### config.mk
export PLATFORM = sky130hd
export DESIGN_NAME = g2g_cordic
export DESIGN_NICKNAME = d
export VERILOG_FILES = /design/src/rtl/go_to_goal_steering_controller_assert.svh /design/src/rtl/g2g_pkg.sv /design/src/rtl/g2g_cordic.sv
export SDC_FILE = /design/constraint.sdc
export NUM_CORES = 1
export LEC_CHECK = 0
export ABC_AREA = 1
export BUFFER_PORTS_ARGS = -buffer_cell sky130_fd_sc_hd__buf_2
export CORE_MARGIN = 2
export CORE_UTILIZATION = 50
export DETAILED_ROUTE_END_ITERATION = 12
export GPL_ROUTABILITY_DRIVEN = 0
export PLACE_DENSITY_LB_ADDON = 0.1
export SLEW_MARGIN = 20
export SYNTH_ARGS = -nofsm -noshare
export SYNTH_HDL_FRONTEND = slang
export SYNTH_SLANG_ARGS = --single-unit
### constraint.sdc
create_clock -name clk_i -period 6 [get_ports clk_i]
set_input_delay 0.3 -clock clk_i [delete_from_list [all_inputs] [get_ports clk_i]]
set_output_delay 0.3 -clock clk_i [all_outputs]
set_load 0.03 [all_outputs]
### src/rtl/go_to_goal_steering_controller_assert.svh
// Assertion macros for the go-to-goal steering controller.
`ifndef GO_TO_GOAL_STEERING_CONTROLLER_ASSERT_SVH
`define GO_TO_GOAL_STEERING_CONTROLLER_ASSERT_SVH
`ifndef SYNTHESIS
`define G2G_ASSERT(label, clk, rst_n, prop, msg) \
  label: assert property (@(posedge clk) disable iff (!rst_n) prop) else $error(msg);
`define G2G_ASSERT_NEXT(label, clk, rst_n, pre, post, msg) \
  label: assert property (@(posedge clk) disable iff (!rst_n) (pre) |=> (post)) else $error(msg);
`else
`define G2G_ASSERT(label, clk, rst_n, prop, msg)
`define G2G_ASSERT_NEXT(label, clk, rst_n, pre, post, msg)
`endif
`endif

### src/rtl/g2g_pkg.sv
`default_nettype none
package g2g_pkg;
  localparam int unsigned CordicSteps = 16;
  localparam int unsigned AngTableLen = 24;
  localparam int unsigned NumSteps = (CordicSteps > AngTableLen) ? AngTableLen : CordicSteps;
  localparam int unsigned StepW = $clog2(AngTableLen + 1);
  localparam int unsigned CordW = 28;
  localparam int unsigned ZW = 28;

  localparam logic [1:0] ActPose = 2'd0;
  localparam logic [1:0] ActTarget = 2'd1;
  localparam logic [1:0] ActTick = 2'd2;

  localparam logic [1:0] RegNearest = 2'd0;
  localparam logic [1:0] RegRadius = 2'd1;
  localparam logic [1:0] RegSpeedGain = 2'd2;
  localparam logic [1:0] RegSteerGain = 2'd3;

  localparam logic signed [ZW-1:0] HalfPiQ24 = 28'sd26353589;
  localparam logic signed [17:0] PiQ13 = 18'sd25736;
  localparam logic signed [17:0] TwoPiQ13 = 18'sd51472;
  localparam logic [15:0] KGainQ16 = 16'd39797;

  typedef enum logic [3:0] {
    StIdle, StDist, StCheck, StCordic, StMag, StOut, StHold
  } state_e;

  function automatic logic [ZW-1:0] atan_q24(input logic [StepW-1:0] i);
    logic [ZW-1:0] r;
    begin
      unique case (i)
        5'd0: r = 28'd13176795;
        5'd1: r = 28'd7778716;
        5'd2: r = 28'd4110060;
        5'd3: r = 28'd2086331;
        5'd4: r = 28'd1047214;
        5'd5: r = 28'd524117;
        5'd6: r = 28'd262123;
        5'd7: r = 28'd131069;
        default: r = (i < 5'd24) ? (28'd1 << (5'd24 - i)) : 28'd0;
      endcase
      return r;
    end
  endfunction
endpackage
`default_nettype wire

### src/rtl/g2g_cordic.sv
`default_nettype none
module g2g_cordic import g2g_pkg::*; (
  input  wire logic                    clk_i,
  input  wire logic                    start_i,
  input  wire logic signed [16:0]      dx_i,
  input  wire logic signed [16:0]      dy_i,
  output logic                         done_o,
  output logic signed [CordW-1:0]      x_o,
  output logic signed [ZW-1:0]         z_o,
  input  wire logic                    rst_ni
);
  logic signed [CordW-1:0] x_q, x_d, y_q, y_d, xs, ys, x0, y0;
  logic signed [ZW-1:0] z_q, z_d, z0;
  logic [StepW-1:0] i_q, i_d;
  logic busy_q, busy_d;

  always_comb begin
    x0 = CordW'(dx_i) <<< 8;
    y0 = CordW'(dy_i) <<< 8;
    z0 = '0;
    if (dx_i < 0) begin
      if (dy_i >= 0) begin
        x0 = CordW'(dy_i) <<< 8; y0 = -(CordW'(dx_i) <<< 8); z0 = HalfPiQ24;
      end else begin
        x0 = -(CordW'(dy_i) <<< 8); y0 = CordW'(dx_i) <<< 8; z0 = -HalfPiQ24;
      end
    end
    xs = x_q >>> i_q;
    ys = y_q >>> i_q;
    x_d = x_q; y_d = y_q; z_d = z_q; i_d = i_q; busy_d = busy_q;
    if (start_i) begin
      x_d = x0; y_d = y0; z_d = z0; i_d = '0; busy_d = (NumSteps != 0);
    end else if (busy_q) begin
      if (y_q >= 0) begin
        x_d = x_q + ys; y_d = y_q - xs; z_d = z_q + $signed(atan_q24(i_q));
      end else begin
        x_d = x_q - ys; y_d = y_q + xs; z_d = z_q - $signed(atan_q24(i_q));
      end
      i_d = i_q + 1'b1;
      if (i_q == StepW'(NumSteps - 1)) busy_d = 1'b0;
    end
  end

  always_ff @(posedge clk_i or negedge rst_ni) begin
    if (!rst_ni) begin
      busy_q <= 1'b0;
      i_q <= '0;
    end else begin
      busy_q <= busy_d;
      i_q <= i_d;
    end
  end
  always_ff @(posedge clk_i) begin
    x_q <= x_d; y_q <= y_d; z_q <= z_d;
  end

  assign done_o = !busy_q && !start_i;
  assign x_o = x_q;
  assign z_o = z_q;
endmodule
`default_nettype wire

==> results_tabular.tex <==
\begin{tabular}{lr}
\hline
Metric & Value \\
\hline
\multicolumn{2}{l}{\textbf{Status}} \\
Status & completed \\
\multicolumn{2}{l}{\textbf{Yosys}} \\
Flip-flop and latch count after synthesis & 90 \\
Distinct cell type count of the synthesized netlist & 60 \\
Synth Warn \# & 0 \\
Avg Inst Size Synth & 6.07 µm² \\
Ys flop type & edfxtp\_1 \\
Commonest cells post-synth & nand2\_1, nand3\_1, nor2\_1, inv\_1, a21oi\_1 \\
Post-Syn Nets & 2460 \\
Cell taking the most area after synthesis & nand2\_1 \\
Share of the synthesized area in the top cell type & 18.6\% \\
Proportion of synthesized chip area in sequential cells & 18.9\% \\
Cells after Synth & 2325 \\
Post-synth EDFFs & 84 \\
Top post-synthesis cells by area & nand2\_1, edfxtp\_1, nand3\_1, ha\_1, a21oi\_1 \\
Async SR Flop Fraction & 6.67\% \\
Netlist area before placement & 0.0141 mm² \\
Count leader, synth & nand2\_1 \\
\multicolumn{2}{l}{\textbf{Layout}} \\
Share of cells above drive strength 1 & 8.28\% \\
Fill cells & 2884 \\
Final standard cell area without fillers & 0.0150 mm² \\
Syn-to-layout area delta & 6.56\% \\
Post-layout nets & 2486 \\
Antenna cells & 0 \\
\multicolumn{2}{l}{\textbf{STA}} \\
Unrepaired setup endpoints after global routing & false \\
Hold Violations, Final & 0 \\
Period Utilization, post-route & 90.2\% \\
Final count of pins violating max slew & 0 \\
Setup TNS after final layout & 0 ns \\
Worst slew margin & 33.1\% \\
Setup violators final & 0 \\
Peak clock frequency supported by timing & 0.185 GHz \\
Slew @ Worst Pin & 1.00 ns \\
Minimum clock period & 5.41 ns \\
Skew final & 0.0174 ns \\
\multicolumn{2}{l}{\textbf{CTS}} \\
Clock latency at the later pin of the worst-skew pair & 0.38 ns \\
Number of H-tree branching levels & 3 \\
Root buffer cell & clkbuf\_16 \\
Clock buffer count from CTS & 9 \\
Clock transition at the registers of the reported paths & 0.08 ns \\
Maximum count of clock buffers along a single path & 2 \\
Post-CTS setup buffer count & 0 \\
TritonCTS clock tree & built \\
Sinks on the clock net & 90 \\
\multicolumn{2}{l}{\textbf{Routing}} \\
Detailed-route via count & 15892 \\
Routed wire length & 48000 µm \\
Initial DRC Count & 1587 \\
Number of remaining DRC errors & 0 \\
1st-pass router iterations & 6 \\
Via density & 5.81 \\
Wire per inst & 17.5 µm \\
Antenna Nets Post-Route & 0 \\
\multicolumn{2}{l}{\textbf{Power}} \\
Highest ir drop seen on vdd & 0.408 mV \\
Power density over the cells & 705 mW/mm² \\
Leakage dissipation & 7.54 nW \\
\multicolumn{2}{l}{\textbf{Global route}} \\
Global-route wire length before repair & 75800 µm \\
Number of global-route vias before repair & 14340 \\
Remaining Overflow, GRT & 0 \\
Pin count of the biggest net entering global routing & 60 \\
Number of antenna violations at the first check in global routing & 0 \\
Global-route usage over all layers & 32.6\% \\
\multicolumn{2}{l}{\textbf{Floorplan}} \\
Die height & 172 µm \\
Area of the core & 0.0278 mm² \\
Row count & 61 \\
Effective utilization at floorplan & 50.8\% \\
Total Die Area & 0.0296 mm² \\
Horizontal extent of the die & 172 µm \\
I/O pin total & 94 \\
\multicolumn{2}{l}{\textbf{Job}} \\
Number of violations of the max-capacitance limit & 0 \\
\multicolumn{2}{l}{\textbf{Critical path}} \\
Dominant cell type by count on the critical path & nand2\_1 \\
Critical path type & reg -> reg \\
Maximum net fanout on the critical path & 46 \\
Slowest-stage cell, CP & nor2\_1 \\
Critical path arrival & 5.52 ns \\
Critical path startpoint category & flip-flop \\
Critical path's largest stage delay & 0.57 ns \\
Family of cells with the greatest summed delay on the critical path & simple AND/OR/NAND/NOR gates \\
Number of buffer and inverter instances along the worst setup path & 5 \\
Required time of the critical path & 6.11 ns \\
CP Capture Type & flip-flop \\
\multicolumn{2}{l}{\textbf{Placed design}} \\
Port-buffer cells & 93 \\
DP Area & 0.0147 mm² \\
Placed wire-length estimate after detailed placement & 37200 µm \\
\multicolumn{2}{l}{\textbf{Worst hold path}} \\
Worst hold path class & in -> async \\
\hline
\end{tabular}
[routing by layer]
layer	up-vias	track usage [%]	share of wire (%)	routed length (µm)
met2	743	51.5	43	20800
met5	-	0	0	0
met3	114	4.76	8.2	3920
li1	7868	-	-	-
met1	7167	43.9	44	21000
met4	0	15.2	4.7	2270
[power breakdown]
part	switching (W)	internal, W	total, W
logic	0.00543	0.00292	0.00834
registers	0.000469	0.00116	0.00163
clock network	0.000312	0.000325	0.000637
total	0.00621	0.00440	0.0106
[worst reg2reg max path: cells and delay by family, from the launching register on]
| kind | cells | cell delay [ns] |
|---|---|---|
| AND/OR/NAND/NOR | 10 | 1.68 |
| AO/OA/AOI/OAI | 8 | 1.65 |
| buffers and inverters | 5 | 0.67 |
| adder cells (fa/ha/maj) | 2 | 0.57 |
| flip-flops | 1 | 0.42 |
| XOR/XNOR | 1 | 0.15 |
[sequential cells by signal (all words and copies together) (netlist names)]
signal / count
busy_q: 1
y_q: 28
i_q: 5
x_o: 28
z_o: 28
[through the flow]
step,worst slack (ns),cells,util (%),hold WS (ns),total power [W]
6_report,0.590,2734,54.1,0.292,0.0106
3_3_place_gp,0.891,2717,53.0,0.143,0.00965
4_1_cts,0.722,2734,54.1,0.293,0.0104
5_1_grt,0.0565,2734,54.1,0.318,0.0117
3_5_place_dp,0.761,2717,53.0,0.141,0.00976
2_1_floorplan,1.42,2325,-,0.00441,0.00768
[cell usage in the layout (no fill, tap or decap), drive strengths merged, types with 2 or more instances in the layout]
cell    synthesis  final
o211ai         21     21
o31ai           5      5
nor4            9      9
edfxtp         84     84
o21ai         189    189
ha             95     95
a21oi         161    161
and2            8      8
o21bai          5      5
a221oi          2      2
a31oi          14     14
nand2         705    705
nor2          210    210
nor3           25     25
o21a            6      6
clkbuf         41     11
nand3b          6      6
inv           184    186
clkinv          1      4
fa              3      3
or2            21     21
nor3b           2      2
o221ai          2      2
a21boi          4      4
xnor2          48     48
dfrtp           6      6
xor2           70     70
a211oi          3      3
o22ai           2      2
nand4          13     13
buf            56    111
a21o            9      9
and3            2      2
nand3         308    308
[final cells by class]
type	count	area, µm²	share of cell area [%]
clock buffers	11	264	1.76
flip-flops and latches	90	2680	17.8
well taps	378	473	3.14
multi-input cells	1953	10300	68.3
repair buffers	112	611	4.06
clock inverters	5	42.5	0.283
inverters	185	698	4.64
[cell families after synthesis]
logic type | share of synthesized area (%)
compound gates | 16.9
xor+xnor | 7.37
buf+inv | 8.25
flops | 18.9
fa+ha+maj | 8.85
simple gates | 39.6
[path summary, 6_finish.rpt]
check / startpoint / endpoint / slack (ns) / depth (start not counted)
worst max-delay path: i_q[2] / z_o[24] / 0.59 / 26
worst min-delay path: rst_ni / i_q[0] / 0.29 / 2
worst max register to register: i_q[2] / z_o[24] / 0.59 / 26
worst min register to register: i_q[0] / i_q[0] / 0.60 / 2
max in group asynchronous: rst_ni / i_q[1] / 5.54 / 2
min in group clk_i: dy_i[15] / y_q[23] / 0.31 / 3
[timing repair]
item                      CTS  global route
gates resized for setup     0             0
hold endpoints to repair    6             0
hold buffers                1             0
(Power assumes the default switching activity.)
